## config.mk

```make
export PLATFORM = sky130hd
export DESIGN_NAME = lsue_queue
export DESIGN_NICKNAME = d
export VERILOG_FILES = /design/src/rtl/lsue_pkg.sv /design/src/rtl/lsue_queue.sv
export SDC_FILE = /design/constraint.sdc
export NUM_CORES = 1
export LEC_CHECK = 0
export ABC_CLOCK_PERIOD_IN_PS = 4300
export BUFFER_PORTS_ARGS = -buffer_cell sky130_fd_sc_hd__buf_4
export CAP_MARGIN = 25
export CORE_MARGIN = 2
export CORE_UTILIZATION = 52
export CTS_CLUSTER_SIZE = 40
export DETAILED_ROUTE_END_ITERATION = 8
export PLACE_DENSITY_LB_ADDON = 0.08
export SETUP_SLACK_MARGIN = 0.4
export SYNTH_ARGS = -nofsm -noshare
export SYNTH_HDL_FRONTEND = slang
export SYNTH_SLANG_ARGS = --single-unit
```

## constraint.sdc

```tcl
create_clock -name clk -period 4.3 [get_ports clk]
set_input_delay 0.43 -clock clk [delete_from_list [all_inputs] [get_ports clk]]
set_output_delay 0.43 -clock clk [all_outputs]
set_load 0.05 [all_outputs]
```

## src/rtl/lsue_pkg.sv

```systemverilog
package lsue_pkg;

  localparam int DATA_W      = 32;
  localparam int ROW_W       = 6;
  localparam int COL_W       = 16;
  localparam int CFG_IDX_W   = 2;
  localparam int QUEUE_DEPTH = 2;

  // configuration register indexes
  localparam logic [CFG_IDX_W-1:0] CFG_INV_SPACING = 2'd0;
  localparam logic [CFG_IDX_W-1:0] CFG_TIME_STEP   = 2'd1;
  localparam logic [CFG_IDX_W-1:0] CFG_ROWS        = 2'd2;
  localparam logic [CFG_IDX_W-1:0] CFG_COLS        = 2'd3;

  localparam logic [DATA_W-1:0] INV_SPACING_RST = 32'd65536;
  localparam logic [DATA_W-1:0] TIME_STEP_RST   = 32'd6554;
  localparam logic [ROW_W-1:0]  ROWS_RST        = 6'd32;
  localparam logic [COL_W-1:0]  COLS_RST        = 16'd2;

  // one grid point on its way from the front end to the update engine
  typedef struct packed {
    logic signed [DATA_W-1:0] field;
    logic signed [DATA_W-1:0] refv;
    logic [ROW_W-1:0]         row;
    logic [COL_W-1:0]         col;
    logic [ROW_W-1:0]         rows;
    logic [COL_W-1:0]         cols;
    logic                     last;
  } job_t;

  typedef enum logic [3:0] {
    B_IDLE,
    B_RD,
    B_MUL,
    B_NORM,
    B_SQ,
    B_SQRT,
    B_DIV,
    B_HMUL,
    B_TS,
    B_OUT,
    B_WR
  } back_state_t;

endpackage

```

## src/rtl/lsue_queue.sv

```systemverilog
module lsue_queue import lsue_pkg::*; (
  input  logic clk,
  input  logic rst_n,
  input  logic push,
  input  job_t push_job,
  input  logic pop,
  output logic q_valid,
  output logic q_full,
  output job_t pop_job
);

  localparam int PW   = $clog2(QUEUE_DEPTH);
  localparam int CNTW = $clog2(QUEUE_DEPTH + 1);

  job_t            slot_r [QUEUE_DEPTH];
  logic [PW-1:0]   wr_ptr_r, rd_ptr_r;
  logic [CNTW-1:0] cnt_r;
  logic            do_push, do_pop;

  assign q_valid = (cnt_r != '0);
  assign q_full  = (cnt_r == CNTW'(QUEUE_DEPTH));
  assign do_push = push && !q_full;
  assign do_pop  = pop && q_valid;
  assign pop_job = slot_r[rd_ptr_r];

  always_ff @(posedge clk) begin
    if (do_push) begin
      slot_r[wr_ptr_r] <= push_job;
    end
  end

  always_ff @(posedge clk) begin
    if (!rst_n) begin
      wr_ptr_r <= '0;
      rd_ptr_r <= '0;
      cnt_r    <= '0;
    end else begin
      if (do_push) begin
        wr_ptr_r <= wr_ptr_r + PW'(1);
      end
      if (do_pop) begin
        rd_ptr_r <= rd_ptr_r + PW'(1);
      end
      unique case ({do_push, do_pop})
        2'b10:   cnt_r <= cnt_r + CNTW'(1);
        2'b01:   cnt_r <= cnt_r - CNTW'(1);
        default: cnt_r <= cnt_r;
      endcase
    end
  end

endmodule

```

# Word level (Yosys, flattened, before mapping)

Memories as Yosys holds them, arrays and structs flattened. A register that Yosys moved wholly into a read port is not among the register bits.
Index checks and enable logic that the tools add are counted.

Register bits after elaboration: 4
Bits in writable memories: 218
Logic and storage cells: 21
Output and inout bits: 111
Memories kept: 1
Input port bits: 113

Reduce and logical (&&, ||, !) cells: 5
Equality and inequality tests: 3
Muxes and demuxes: 5
Add/sub/neg operators: 4

Memory list:

| name   | words | bits a word | read ports | clocked after memory_dff | write ports | line             | source |
|---|---|---|---|---|---|---|---|
| slot_r | 2     | 109         | 1          | 1                        | 1           | lsue_queue.sv:15 | `job_t slot_r [QUEUE_DEPTH];` |

Operators by type and width:

| kind                                                               | number |
|---|---|
| 2-bit == test, second input constant                               | 2 |
| 1-bit two-way mux                                                  | 4 |
| 2-bit one-hot mux with 2 select lines                              | 1 |
| 2-bit nonzero test                                                 | 2 |
| 1-bit adder, second input constant                                 | 2 |
| 2-bit by 1-bit adder with 2-bit output, second input constant      | 1 |
| 2-bit by 1-bit == test with 1-bit output, second input constant    | 1 |
| 1-bit logical AND                                                  | 2 |
| 2-bit by 1-bit subtractor with 2-bit output, second input constant | 1 |
| 1-bit zero test                                                    | 1 |

# Longest topological paths before layout

Depth in word-level cells: 5
Mapped depth: 6
Mapped depth without buffers: 6

# Worst setup path before layout

Ideal clock, no wire load.

Path type: flip-flop to flip-flop
Start point: reg cnt_r[0]
End point: mem slot_r[1][0] (netlist name) (enable)
Required time: 3,819 ps
Path slack: 711 ps
Arrival: 3,108 ps
Path buffers: 0
Setup time: 481 ps
Stages on the path, launching flop included: 3
Period minus slack after synthesis: 3,589 ps
Cells stage by stage: dfxtp_1 nand2b_2 and3_1

Word-level cells in the longest chain between the ends: 5

RTL lines:

| item                                    | line             | source |
|---|---|---|
| start, declared                         | lsue_queue.sv:17 | `logic [CNTW-1:0] cnt_r;` |
| start signal, assigned                  | lsue_queue.sv:45 | `2'b10: cnt_r <= cnt_r + CNTW'(1);` |
| start signal, assigned                  | lsue_queue.sv:46 | `2'b01: cnt_r <= cnt_r - CNTW'(1);` |
| start signal, assigned                  | lsue_queue.sv:47 | `default: cnt_r <= cnt_r;` |
| 2-bit == test                           | lsue_queue.sv:21 | `assign q_full = (cnt_r == CNTW'(QUEUE_DEPTH));` |
| 1-bit zero test                         | lsue_queue.sv:22 | `assign do_push = push && !q_full;` |
| 1-bit logical AND                       | lsue_queue.sv:22 |  |
| 1-bit two-way mux                       | lsue_queue.sv:27 | `if (do_push) begin` |
| 1-bit two-way mux (not written as such) | lsue_queue.sv:28 | `slot_r[wr_ptr_r] <= push_job;` |
| end, declared                           | lsue_queue.sv:15 |  |

No other way between the ends.

==> reports/summary.txt <==
Fmax - 364 MHz
Crit Path Max Fanout - 64
Synth area leader - edfxtp_1
Maximum vdd drop - 529 uV
Clock root buffer - clkbuf_16
Crit-path max cell delay - 750 ps
Max clock buf depth - 3
Sinks on Clock Net - 223
Placed Cells - 768
Wire per inst - 18.5 um
Metal3 WL - 1.44 mm
Gr ovfl total - 0
Area Growth Syn to Fin - 32.5%
Hold buffer count at CTS - 0
Startpoint types - register
CP required - 3870 ps
Setup repair bufs after CTS - 0
DRC violation count after routing - 0
Overall die width - 129 um
Final nets - 719
Total track usage - 17.2%
Diodes inserted - 0
Outcome - completed
Post-DRT Antenna Nets - 0
Yosys warning count - 0
Leak - 3.99 nW
Power per Cell Area - 710 nW/um^2
Yosys cell types - 20
Post-Syn Nets - 479
WS Path Type - register to primary output
Syn Inst Count - 365
Synth Register Bits - 223
Commonest non-fill, non-tap cell in the layout - buf_4
Die footprint - 16600 um^2
Hold crit path type - input pin to register
Synth Cell Area - 8080 um^2
Crit-path leading delay family - flip-flops
Slew @ Worst Pin - 937 ps
Routed length on met1 - 5.80 mm
Port bufs - 223
Drt pass-1 iters - 4
Clock buffer count from CTS - 23
Max-cap violations - 0
Initial detailed-routing violation count - 231
Slowest CP cell - dfxtp_4
Initial antenna violation count - 0
DIE HEIGHT - 129 um
Final TNS setup - 0 ps
PostCTS Resize Cnt - 0
Layout cells sized above 1 - 60.0%
Core ar. - 15200 um^2
Commonest non-fill, non-tap cells in the layout - buf_4 (225), edfxtp_1 (218), mux2_2 (109)
Top cell type's share of synthesized area - 81.0%
RePlAce Congestion - 0.739
Final wirelength - 15.0 mm
Slew HR - 37.5%
Routed vias - 4147
Slew Viols, Final - 0
Setup-failing EPs final - 0
IO Count - 224
Endpoint class of the critical path - primary output
Buffers plus inverters on the worst setup path - 2
Clock Skew - 9.45 ps
Largest net degree at the start of global routing - 68
WL met2 - 7.36 mm
Synth area leaders - edfxtp_1 (81%), mux2_2 (15%), dfxtp_1 (1.2%)
Worst path cell trace - buf_12 > mux2_2 > buf_4
Final Cycle Share - 63.9%
Final cell count without fillers - 810
Vias per cell - 5.12
Vias in the first global route - 4306
Mean post-synth cell area - 22.1 um^2
H-tree depth - 1
Starting Density - 53.2%
Hold Vio Cnt, Final - 0
Clk_lat worst skew - 500 ps
Sequential share of the synthesized area - 82.2%
Site row count - 45
Post-DP HPWL - 9.63 mm
Final min period - 2750 ps
Clk pin slew, worst setup/hold paths - 60 ps
Highest Signal Layer - met4
First-pass GRT wire length - 21.8 mm
Unrepaired setup endpoints after global routing - false
Critical Path AT - 2320 ps
CTS tree - done
-- cells by family (layout without fill, tap and decap cells) --
logic type	count (synthesis)	in the layout	share of synthesized area, %
compound gates	5	5	0.403
xor+xnor	3	3	0.325
fa+ha+maj	1	1	0.155
buf+inv	15	272	0.991
flops	223	223	82.2
mux	109	109	15.2
simple gates	9	9	0.697
-- sequential cells by signal (all words and copies together) (netlist names), named ones only --
name,cells
cnt_r,2
rd_ptr_r,1
slot_r,218
wr_ptr_r,1
-- report_power, final --
part | total [mW] | internal [mW] | switching [mW]
logic | 2.84 | 0.956 | 1.88
registers | 2.88 | 2.74 | 0.133
clock network | 1.88 | 1.11 | 0.776
-- routing by layer --
layer | up-vias | GRT usage, %
li1 | 1937 | -
met1 | 2020 | 20.3
met2 | 162 | 29.8
met3 | 28 | 5.95
met4 | 0 | 5.88
met5 | - | 0
-- path summary, 6_finish.rpt --
kind                     start       endpoint  slack [ps]  cells after the start
setup / recovery      register    pop_job[58]        1550                      3
hold / removal    push_job[63]  slot_r[1][63]         110                      1
setup reg to reg      cnt_r[0]  slot_r[0][21]        1950                      5
hold reg to reg       cnt_r[1]       cnt_r[1]         530                      2
-- through the flow --
step / hold slack, ps / util [%] / total power, mW / worst slack (ps) / area, um^2
2_1_floorplan: 457 / - / 4.98 / 711 / 8080
3_3_place_gp: 479 / 65.7 / 5.76 / 2040 / 9990
3_5_place_dp: 532 / 65.7 / 5.79 / 1960 / 9990
4_1_cts: 87.6 / 70.4 / 7.69 / 1530 / 10700
5_1_grt: 83.6 / 70.4 / 7.88 / 1460 / 10700
6_report: 108 / 70.4 / 7.60 / 1550 / 10700
-- Yosys cell counts (all sizes together) --
| master | count |
|---|---|
| and2 | 1 |
| dfxtp | 5 |
| buf | 12 |
| ha | 1 |
| and3 | 1 |
| nand2 | 1 |
| or2 | 1 |
| edfxtp | 218 |
| a21boi | 2 |
| nand2b | 1 |
| o21a | 1 |
| or3 | 2 |
| inv | 3 |
| mux2 | 109 |
| xnor2 | 3 |
| o21ai | 2 |
| nor2b | 2 |
-- cell type report --
cell class | count | area (um^2)
Clock inverter | 14 | 123
Sequential cell | 223 | 6650
Inverter | 3 | 13.8
Timing Repair Buffer | 227 | 1730
Multi-Input combinational cell | 127 | 1360
Clock buffer | 28 | 594
Fill cell | 1017 | 4500
Tap cell | 188 | 235
(Power assumes the default switching activity.)
