[src/rtl/lsue_pkg.sv]
package lsue_pkg;

  localparam int DATA_W      = 32;
  localparam int ROW_W       = 6;
  localparam int COL_W       = 16;
  localparam int CFG_IDX_W   = 2;
  localparam int QUEUE_DEPTH = 2;

  // configuration register indexes
  localparam logic [CFG_IDX_W-1:0] CFG_INV_SPACING = 2'd0;
  localparam logic [CFG_IDX_W-1:0] CFG_TIME_STEP   = 2'd1;
  localparam logic [CFG_IDX_W-1:0] CFG_ROWS        = 2'd2;
  localparam logic [CFG_IDX_W-1:0] CFG_COLS        = 2'd3;

  localparam logic [DATA_W-1:0] INV_SPACING_RST = 32'd65536;
  localparam logic [DATA_W-1:0] TIME_STEP_RST   = 32'd6554;
  localparam logic [ROW_W-1:0]  ROWS_RST        = 6'd32;
  localparam logic [COL_W-1:0]  COLS_RST        = 16'd2;

  // one grid point on its way from the front end to the update engine
  typedef struct packed {
    logic signed [DATA_W-1:0] field;
    logic signed [DATA_W-1:0] refv;
    logic [ROW_W-1:0]         row;
    logic [COL_W-1:0]         col;
    logic [ROW_W-1:0]         rows;
    logic [COL_W-1:0]         cols;
    logic                     last;
  } job_t;

  typedef enum logic [3:0] {
    B_IDLE,
    B_RD,
    B_MUL,
    B_NORM,
    B_SQ,
    B_SQRT,
    B_DIV,
    B_HMUL,
    B_TS,
    B_OUT,
    B_WR
  } back_state_t;

endpackage

[src/rtl/lsue_front.sv]
module lsue_front import lsue_pkg::*; #(
  parameter int MAX_ROWS = 32
) (
  input  logic                     clk,
  input  logic                     rst_n,
  input  logic                     in_valid,
  input  logic signed [DATA_W-1:0] in_field_value,
  input  logic signed [DATA_W-1:0] in_reference_value,
  input  logic [ROW_W-1:0]         rows_in_use,
  input  logic [COL_W-1:0]         columns_in_use,
  input  logic                     q_full,
  output logic                     in_stall,
  output logic                     q_push,
  output job_t                     q_job
);

  localparam logic [ROW_W-1:0] ROWS_MAX = ROW_W'(MAX_ROWS);

  logic [ROW_W-1:0] row_r, row_nxt, rows_eff, row_cur;
  logic [COL_W-1:0] col_r, col_nxt, cols_eff, col_cur;
  logic             restart, row_end, last;

  always_comb begin
    priority if (rows_in_use < ROW_W'(2)) begin
      rows_eff = ROW_W'(2);
    end else if (rows_in_use > ROWS_MAX) begin
      rows_eff = ROWS_MAX;
    end else begin
      rows_eff = rows_in_use;
    end
    cols_eff = (columns_in_use < COL_W'(2)) ? COL_W'(2) : columns_in_use;

    // counters outside the grid start a new grid
    restart = (row_r >= rows_eff) || (col_r >= cols_eff);
    row_cur = restart ? '0 : row_r;
    col_cur = restart ? '0 : col_r;
    row_end = (row_cur == rows_eff - ROW_W'(1));
    last    = row_end && (col_cur == cols_eff - COL_W'(1));

    priority if (last) begin
      row_nxt = '0;
      col_nxt = '0;
    end else if (row_end) begin
      row_nxt = '0;
      col_nxt = col_cur + COL_W'(1);
    end else begin
      row_nxt = row_cur + ROW_W'(1);
      col_nxt = col_cur;
    end
  end

  assign in_stall = q_full;
  assign q_push   = in_valid && !q_full;

  always_comb begin
    q_job.field = in_field_value;
    q_job.refv  = in_reference_value;
    q_job.row   = row_cur;
    q_job.col   = col_cur;
    q_job.rows  = rows_eff;
    q_job.cols  = cols_eff;
    q_job.last  = last;
  end

  always_ff @(posedge clk) begin
    if (!rst_n) begin
      row_r <= '0;
      col_r <= '0;
    end else if (q_push) begin
      row_r <= row_nxt;
      col_r <= col_nxt;
    end
  end

endmodule

[config.mk]
export PLATFORM = sky130hd
export DESIGN_NAME = lsue_front
export DESIGN_NICKNAME = d
export VERILOG_FILES = /design/src/rtl/lsue_pkg.sv /design/src/rtl/lsue_front.sv
export SDC_FILE = /design/constraint.sdc
export NUM_CORES = 1
export LEC_CHECK = 0
export BUFFER_PORTS_ARGS = -buffer_cell sky130_fd_sc_hd__buf_4
export CORE_MARGIN = 2
export CORE_UTILIZATION = 45
export CTS_CLUSTER_SIZE = 30
export DETAILED_ROUTE_END_ITERATION = 7
export HOLD_SLACK_MARGIN = 0.02
export PLACE_DENSITY = 0.89
export SETUP_SLACK_MARGIN = 0.2
export SYNTH_ARGS = -nofsm -noshare
export SYNTH_HDL_FRONTEND = slang
export SYNTH_SLANG_ARGS = --single-unit
[constraint.sdc]
create_clock -name clk -period 14.05 [get_ports clk]
set_clock_uncertainty 0.1 [all_clocks]
set_input_delay 2.81 -clock clk [delete_from_list [all_inputs] [get_ports clk]]
set_output_delay 2.81 -clock clk [all_outputs]
set_load 0.05 [all_outputs]
## Yosys cells after proc, flatten, opt, wreduce, memory -nomap -nowiden

Index checks and enable logic that the tools add are counted.

| storage, ports and cells | value |
|---|---|
| input port bits | 90 |
| output and inout bits | 111 |
| word-level logic and storage cells | 26 |
| flip-flop bits (word level) | 22 |

| cells by class | value |
|---|---|
| mux-type cells | 9 |
| magnitude comparators | 5 |
| $add $sub $neg | 4 |
| reduce and logical (&&, ||, !) cells | 4 |
| equal/unequal tests | 2 |

Operator list:

| cell | number |
|---|---|
| 16-bit two-way mux | 4 |
| 6-bit two-way mux | 5 |
| 16-bit by 1-bit adder with 16-bit output, second input constant | 1 |
| 16-bit == test | 1 |
| 16-bit greater-or-equal comparator | 1 |
| 16-bit by 2-bit less-than comparator with 1-bit output, second input constant | 1 |
| 16-bit by 1-bit subtractor with 16-bit output, second input constant | 1 |
| 6-bit by 1-bit adder with 6-bit output, second input constant | 1 |
| 6-bit == test | 1 |
| 6-bit greater-or-equal comparator | 1 |
| 6-bit > comparator, second input constant | 1 |
| 6-bit by 2-bit less-than comparator with 1-bit output, second input constant | 1 |
| 6-bit by 1-bit subtractor with 6-bit output, second input constant | 1 |
| 1-bit logical AND | 2 |
| 1-bit zero test | 1 |
| 1-bit logical OR | 1 |

## Depth between registers and ports, before layout

Gate-level depths: netlist of run 1.

| depth | value |
|---|---|
| depth in word-level cells | 9 |
| gate-level depth with buffers | 22 |
| depth with buffers taken out | 17 |

## Worst setup path after synthesis of run 1

No wires, ideal clock.

| timing path | value |
|---|---|
| kind | input to output |
| from | in columns_in_use[9] |
| to | out q_job[0] (netlist name) |
| data arrival time | 6667 ps |
| cell stages on the path | 18 |
| data required time | 11140 ps |
| path buffers | 5 |
| path slack | 4473 ps |
| cell sequence | clkbuf_1 nor4_4 nand2_2 o41ai_4 inv_2 ha_1 a31oi_1 nor2b_1 o31ai_1 and3_1 buf_2 buf_2 and2_1 nor2_1 nor4_1 and4b_1 clkbuf_1 buf_4 |

RTL lines:

| element | RTL line | RTL |
|---|---|---|
| from (decl) | lsue_front.sv:10 | `input logic [COL_W-1:0] columns_in_use,` |
| to (decl) | lsue_front.sv:14 | `output job_t q_job` |

==> metrics.md, run 1 <==
| Metric | Value |
|---|---|
| Most area-consuming cells after synthesis | `buf_4 (14%), dfxtp_1 (12%), ha_1 (8.9%)` |
| Placed cells | `581` |
| Post-synth top area cell | `buf_4` |
| Status | `complete, no violations` |
| Layout Nets | `600` |
| Final ANT Viol Nets | `0` |
| Final Hold Fails | `0` |
| Final worst path period share | `78.43%` |
| Syn_nets | `624` |
| CP Launch Point | `columns_in_use[12]` |
| DIE WIDTH | `94.12 um` |
| WL final | `9.819 mm` |
| Max-cap violation count | `0` |
| Worst-Margin Slew | `1040 ps` |
| Hold path start | `col_r[0]$_SDFFE_PN0P_` |
| Cts hold-fix bufs | `0` |
| Vias per cell | `6.174` |
| Final setup vio count | `0` |
| Clock network latency to the later pin of the worst-skew pair | `270 ps` |
| Core Region | `7807 um^2` |
| Tot GR Track Use | `21.19%` |
| Clock root buffer | `clkbuf_8` |
| YS warnings | `0` |
| CP required | `11140 ps` |
| Sw Ratio | `35.34%` |
| WHS | `450.7 ps` |
| Commonest register cell after synthesis | `dfxtp_1` |
| Total die area | `8859 um^2` |
| Rows | `32` |
| Clock slew seen by the registers of the worst setup and hold paths | `80 ps` |
| Type of the tightest min-delay check | `register to register` |
| Top cells by count, synth | `buf_4 (66), nand2_1 (38), inv_1 (29), clkbuf_1 (27), nor2_1 (27)` |
| Fillcell total | `758` |
| Sinks on Clock Net | `22` |
| Fin cells | `585` |
| Synthesized instance count | `508` |
| Global route overflow | `0` |
| Syn_area_per_cell | `7.194 um^2` |
| Leak | `1.636 nW` |
| Clk pwr share | `31.0%` |
| Crit path max fanout | `33` |
| Max IR drop VDD | `44.89 uV` |
| First-pass GRT wire length | `15.42 mm` |
| Max Fclk | `90.75 MHz` |
| Initial Util | `46.81%` |
| Final HPWL DP | `7.721 mm` |
| Io pins | `201` |
| Pre-Repair DR Iteration Count | `5` |
| RePlAce Congestion | `0.9067` |
| Initial antenna violation count | `0` |
| DRC viols | `0` |
| Worst setup SP type | `input port` |
| Port Buffers | `72` |
| PostCTS Resize Cnt | `0` |
| Int Power | `0.1244 mW` |
| Number of global-route vias before repair | `3276` |
| Setup TNS | `0 ps` |
| Initial drt markers | `195` |
| Die H | `94.12 um` |
| CTS Buffer Depth | `2` |
| Top-area cell type share of the netlist area | `13.56%` |
| Total CTS buffers | `3` |
| Sequential Power Share | `32.8%` |
| FF-to-FF Start | `col_r[2]$_SDFFE_PN0P_` |
| Pwr Density | `51.20 nW/um^2` |
| DR vias | `3612` |
| H-tree depth | `1` |
| Setup CP Type | `input port to output port` |
| Seq/Total Area, Yosys | `12.05%` |
| Post-CTS setup buffer count | `0` |
| Fin crit period | `11020 ps` |
| Slew Limit Fails | `0` |
| Comb pwr share | `36.2%` |
| Unrepaired setup endpoints after global routing | `no` |
| Number of diodes | `0` |
| CP endpoint kind | `output port` |
| CTS tree | `done` |
| Yosys cell types | `70` |
| Critical path arrival | `8110 ps` |
| Area growth, synth to finish | `2.773%` |
| Slew HR | `30.67%` |
| Avg WL per Cell | `16.78 um` |
| Switching Power | `0.06795 mW` |
| Share of cells above drive strength 1 | `19.88%` |
| Pin count of the biggest net entering global routing | `34` |
| Mapped Area | `3655 um^2` |
| Yosys reg bits | `22` |
| Number of synthesized flops with an enable pin | `0` |
| Async set-reset flop share out of synthesis | `0%` |
| Most frequent cell after synthesis | `buf_4` |
==> sequential cells by signal, indices dropped and copies added, names as in the netlist <==
name / flops
col_r: 16
row_r: 6
==> worst paths after layout <==
kind                       endpoint  slack, ps  depth (start not counted)
max                        q_job[0]       3030                         15
min           col_r[0]$_SDFFE_PN0P_        450                          2
max reg2reg  col_r[13]$_SDFFE_PN0P_       8580                         11
min reg2reg   col_r[0]$_SDFFE_PN0P_        450                          2
==> critical path, stage by stage <==
cell and delay [ps]:
buf_4 130, nor4_4 320, nand2_2 160, o41ai_4 450, inv_2 100, ha_1 310
a31oi_1 140, nor2b_1 60, o31ai_1 570, and3_1 970, a22oi_1 340, nor3_2 820
nor3b_1 270, and4b_1 390, buf_4 260
==> layout make-up <==
class | count | area, um^2 | share of cell area (%)
clock inverters | 1 | 30.03 | 0.7995
repair buffers | 73 | 548.0 | 14.59
inverters | 31 | 116.4 | 3.098
multi-input cells | 353 | 2452 | 65.29
flip-flops and latches | 22 | 440.4 | 11.73
well taps | 102 | 127.6 | 3.398
clock buffers | 3 | 41.29 | 1.099
==> cell families (layout without fill, tap and decap cells) <==
group	count (synthesis)	in the layout	share of synthesized area, %
buffers and inverters	133	108	20.85
DFF	22	22	12.05
AOI/OAI and AO/OA	95	95	18.69
adders and majority gates	26	26	8.901
and+or+nand+nor	202	202	31.60
xor gates and xnor gates	21	21	5.409
muxes	9	9	2.499
==> placed cells by master, fill, tap and decap left out, types with 3 or more instances in the layout <==
cell and count:
a21oi_1 18, nor4b_1 5, a31oi_1 11, nand2b_1 4, or3_1 7, nand2_1 38
nor2_1 27, buf_4 73, or2_2 3, o21ai_0 17, ha_1 26, or4_1 8
inv_1 29, and2_1 18, and3_1 9, dfxtp_1 22, mux2i_1 8, xnor2_1 15
xor2_1 5, a32oi_1 4, or4b_2 6, and4_1 3, nor3_1 18, a21o_1 7
a211oi_1 3, nor2b_1 9, nor4_1 8, nand3_1 19, clkbuf_8 3, o2111ai_1 3
nand4_1 10
==> power groups by stage <==
stage	Sequential, mW	Clock (mW)	Combinational, mW
after floorplan	0.0644	0	0.0966
after global placement	0.0645	0	0.0674
after detailed placement	0.0645	0	0.0687
after CTS	0.0631	0.0607	0.0690
after global routing	0.0632	0.0624	0.0753
final	0.0631	0.0596	0.0696
==> stage by stage <==
stage | power, mW | setup WS, ps | util, % | cell area, um^2
after global routing | 0.2008 | 2676 | 48.11 | 3756
after floorplan | 0.1610 | 4473 | - | 3655
after global placement | 0.1319 | 3437 | 47.20 | 3685
after detailed placement | 0.1333 | 3149 | 47.20 | 3685
final | 0.1923 | 3030 | 48.11 | 3756
after CTS | 0.1928 | 3135 | 48.11 | 3756
==> metal layers <==
layer | share of wire [%] | vias to the layer above | global-route usage (%)
met5 | 0 | - | 0
met4 | 3.1 | 0 | 9.058
met3 | 8.6 | 47 | 2.167
met2 | 45 | 194 | 34.17
met1 | 43 | 1663 | 28.59
li1 | - | 1708 | -
(Power assumes the default switching activity.)
==> inputs of run 2 (changes only) <==
--- a/config.mk
+++ b/config.mk
@@ -5,13 +5,14 @@
 export SDC_FILE = /design/constraint.sdc
 export NUM_CORES = 1
 export LEC_CHECK = 0
+export ABC_AREA = 1
 export BUFFER_PORTS_ARGS = -buffer_cell sky130_fd_sc_hd__buf_4
 export CORE_MARGIN = 2
 export CORE_UTILIZATION = 45
 export CTS_CLUSTER_SIZE = 30
 export DETAILED_ROUTE_END_ITERATION = 7
 export HOLD_SLACK_MARGIN = 0.02
-export PLACE_DENSITY = 0.89
+export PLACE_DENSITY = 0.88
 export SETUP_SLACK_MARGIN = 0.2
 export SYNTH_ARGS = -nofsm -noshare
 export SYNTH_HDL_FRONTEND = slang
==> constraint.sdc (replaced) <==
create_clock -name clk -period 10.74 [get_ports clk]
set_clock_uncertainty 0.1 [all_clocks]
set_input_delay 2.148 -clock clk [delete_from_list [all_inputs] [get_ports clk]]
set_output_delay 2.148 -clock clk [all_outputs]
set_load 0.05 [all_outputs]
==> run 2 against run 1 <==
Compared with the run above:
- worst setup slack worse by 740 ps
- total power increased by 65%
- synthesized area increased by 5.5%
- register-to-register slack worse by 1800 ps
- clock-buffer cell count did not move
- sequential cell count unchanged
- critical endpoint unchanged
- largest power group unchanged
==> metrics.md, run 2 <==
| Metric | Value |
|---|---|
| Top cells by count, synth | `nand2_1 (192), inv_1 (92), buf_4 (69), nor2_1 (69), nand3_1 (57) (was buf_4 (66), nand2_1 (38), inv_1 (29), clkbuf_1 (27), nor2_1 (27))` |
| Worst setup SP type | `input port (unchanged)` |
| Fin crit period | `8451 ps` |
| Crit path max fanout | `28 (was 33)` |
| DR WL met2 | `4.595 mm (was 4.416 mm)` |
| Rows | `33 (was 32)` |
| Worst-Margin Slew | `646.3 ps (was 1040 ps)` |
| PnR worst setup slack | `2289 ps (was 3030 ps)` |
| First-pass GRT wire length | `15.64 mm (was 15.42 mm)` |
| Pre-Repair DR Iteration Count | `5 (unchanged)` |
| Initial drt markers | `299 (was 195)` |
| Port Buffers | `72 (unchanged)` |
| Clock network latency to the later pin of the worst-skew pair | `270 ps (about the same)` |
| Type of the tightest min-delay check | `register to register (unchanged)` |
| Commonest register cell after synthesis | `dfxtp_1 (unchanged)` |
| Biggest register | `col_r (unchanged)` |
| FF-to-FF setup slack | `6810 ps (was 8580 ps)` |
| Total CTS buffers | `3 (unchanged)` |
| Commonest non-fill, non-tap cell in the layout | `nand2_1 (was buf_4)` |
| Die H | `96.57 um (was 94.12 um)` |
| Total die area | `9326 um^2 (was 8859 um^2)` |
| PostCTS Resize Cnt | `0 (unchanged)` |
| Avg WL per Cell | `12.77 um (was 16.78 um)` |
| Met1 Wirelength | `4.305 mm (was 4.256 mm)` |
| Final ANT Viol Nets | `0 (unchanged)` |
| Max-cap violation count | `0 (unchanged)` |
| DIE WIDTH | `96.57 um (was 94.12 um)` |
| WL final | `9.835 mm (was 9.819 mm)` |
| Post-CTS setup buffer count | `0 (unchanged)` |
| Yosys cell types | `35 (was 70)` |
| CP delay by family, top | `simple AND/OR/NAND/NOR gates (unchanged)` |
| Number of global-route vias before repair | `3428 (was 3276)` |
| Final setup vio count | `0 (unchanged)` |
| CP max stage cell | `nor2_4 (was and3_1)` |
| Syn_area_per_cell | `5.646 um^2 (was 7.194 um^2)` |
| Top routing layer in use | `met4 (unchanged)` |
| Number of synthesized flops with an enable pin | `0 (unchanged)` |
| Post-synth top area cell | `nand2_1 (was buf_4)` |
| Number of diodes | `0 (unchanged)` |
| Slew HR | `56.81% (was 30.67%)` |
| Top flop regs | `col_r x16, row_r x6 (unchanged)` |
| DR vias | `4065 (was 3612)` |
| Max IR drop VDD | `73.02 uV (was 44.89 uV)` |
| Critical path arrival | `6200 ps (was 8110 ps)` |
| RePlAce Congestion | `0.9528 (was 0.9067)` |
| Final HPWL DP | `7.837 mm (was 7.721 mm)` |
| WHS | `393.0 ps (was 450.7 ps)` |
| CP endpoint kind | `output port (unchanged)` |
| Mapped Area | `3856 um^2 (was 3655 um^2)` |
| Slew Limit Fails | `0 (unchanged)` |
| Clock slew seen by the registers of the worst setup and hold paths | `90 ps (was 80 ps)` |
| Fillcell total | `878 (was 758)` |
| Core Region | `8258 um^2 (was 7807 um^2)` |
| Global route overflow | `0 (unchanged)` |
| Layout Nets | `782 (was 600)` |
| Clock root buffer | `clkbuf_8 (unchanged)` |
| CTS tree | `done (unchanged)` |
| Max reg flops | `16 (unchanged)` |
| Syn_nets | `799 (was 624)` |
| Pre-CTS setup slack | `2347 ps (was 3149 ps)` |
| Top-area cell type share of the netlist area | `18.69% (was 13.56%)` |
| DRC viols | `0 (unchanged)` |
| Area growth, synth to finish | `3.115% (was 2.773%)` |
| Io pins | `201 (unchanged)` |
| Setup CP Type | `input port to output port (unchanged)` |
| Crit path cell chain | `buf_4 -> nor2_1 -> nand2_1 -> nor2_1 -> nand2_2 -> nand2_1 -> inv_1 -> ha_1 -> nand2_1 -> nand2_1 -> nand2_1 -> nand2_1 -> nand2_1 -> nand2_1 -> nand2_2 -> nand2_2 -> nor2_2 -> nand2_1 -> nand2_1 -> nand3_1 -> nor2_4 -> nand2_1 -> nor4_2 -> buf_4 (was buf_4 -> nor4_4 -> nand2_2 -> o41ai_4 -> inv_2 -> ha_1 -> a31oi_1 -> nor2b_1 -> o31ai_1 -> and3_1 -> a22oi_1 -> nor3_2 -> nor3b_1 -> and4b_1 -> buf_4)` |
| Seq/Total Area, Yosys | `11.42% (was 12.05%)` |
| Final worst path period share | `78.69%` |
| Async set-reset flop share out of synthesis | `0% (unchanged)` |
| Met3 WL post-DR | `826 um (was 846 um)` |
| Critical path's most frequent cell | `nand2_1 (was buf_4)` |
| Most frequent cell after synthesis | `nand2_1 (was buf_4)` |
| Vias per cell | `5.279 (was 6.174)` |
| Cts hold-fix bufs | `0 (unchanged)` |
| Pin count of the biggest net entering global routing | `39 (was 34)` |
| Status | `complete, no violations (unchanged)` |
| CP required | `8490 ps (was 11140 ps)` |
| YS warnings | `0 (unchanged)` |
| Final Hold Fails | `0 (unchanged)` |
| Tot GR Track Use | `20.92% (was 21.19%)` |
| H-tree depth | `1 (unchanged)` |
| Commonest cells after routing, fill and taps aside | `nand2_1 (192), inv_1 (92), buf_4 (73), nor2_1 (68), nand3_1 (57) (was buf_4 (73), nand2_1 (38), inv_1 (29), nor2_1 (27), ha_1 (26))` |
| Synthesized instance count | `683 (was 508)` |
| Share of cells above drive strength 1 | `15.49% (was 19.88%)` |
| Yosys reg bits | `22 (unchanged)` |
| Max Fclk | `118.3 MHz` |
| CP Buf/Inv Count | `3 (unchanged)` |
| Pwr Density | `79.68 nW/um^2 (was 51.20 nW/um^2)` |
| Setup TNS | `0 ps (unchanged)` |
| Unrepaired setup endpoints after global routing | `no (unchanged)` |
| Initial Util | `46.70% (was 46.81%)` |
| Sinks on Clock Net | `22 (unchanged)` |
| Initial antenna violation count | `0 (unchanged)` |
| CTS Buffer Depth | `2 (unchanged)` |
| Most area-consuming cells after synthesis | `nand2_1 (19%), buf_4 (13%), dfxtp_1 (11%) (was buf_4 (14%), dfxtp_1 (12%), ha_1 (8.9%))` |
| Max incr delay on CP | `540 ps (was 970 ps)` |
| Leak | `2.118 nW (was 1.636 nW)` |
## run 2: layout make-up
type	instances	area, um^2	share of cell area, %
multi-input combinational	472	2432	61.17
timing repair buffer	73	548.0	13.78
sequential	22	440.4	11.08
inverter	94	352.8	8.874
tap	105	131.4	3.304
clock buffer	3	41.29	1.038
clock inverter	1	30.03	0.7552
## run 2: path summary, 6_finish.rpt
| check | start | depth (start not counted) | end |
|---|---|---|---|
| worst max-delay path | columns_in_use[10] | 24 | q_job[0] |
| worst min-delay path | row_r[0]$_SDFFE_PN0P_ | 2 | row_r[0]$_SDFFE_PN0P_ |
| worst max register to register | row_r[0]$_SDFFE_PN0P_ | 18 | col_r[1]$_SDFFE_PN0P_ |
| worst min register to register | row_r[0]$_SDFFE_PN0P_ | 2 | row_r[0]$_SDFFE_PN0P_ |
## run 2: metal layers
metal / GRT usage [%] / up-vias
met4: 4.695 / 0
met2: 34.78 / 184
li1: - / 2054
met3: 3.646 / 20
met5: 0 / -
met1: 28.32 / 1807
## run 2: through the flow
stage	area, um^2	total power [mW]	util (%)	std cells
CTS	3976	0.3176	48.15	770
detailed placement	3905	0.2391	47.29	766
finish	3976	0.3168	48.15	770
floorplan	3856	0.2648	-	683
global route	3976	0.3356	48.15	770
global placement	3905	0.2373	47.29	766
## run 2: cells by family after synthesis
group	share of synthesized area, %
fa+ha+maj	8.436
xor+xnor	3.634
simple gates	42.83
compound gates	8.112
buf+inv	25.57
flops	11.42
## run 2: where the power goes
group	internal [mW]	switching (mW)
combinational	0.0463	0.101
sequential	0.0854	0.00549
clock	0.0498	0.0288
total	0.182	0.135
## run 2: worst register-to-register path: stages (launching register included)
cell and delay (ps):
dfxtp_1 360, inv_1 90, ha_1 270, inv_1 50, nand2_1 40, nand2_1 50, nand2_1 50, nand2_1 60
nand3_1 110, nor2_4 510, nand2_2 440, nor2_2 290, nand2_1 70, nand2_1 70, nand3_1 100, nor2_4 540
nand3_4 340, o211ai_1 180, a21oi_1 90
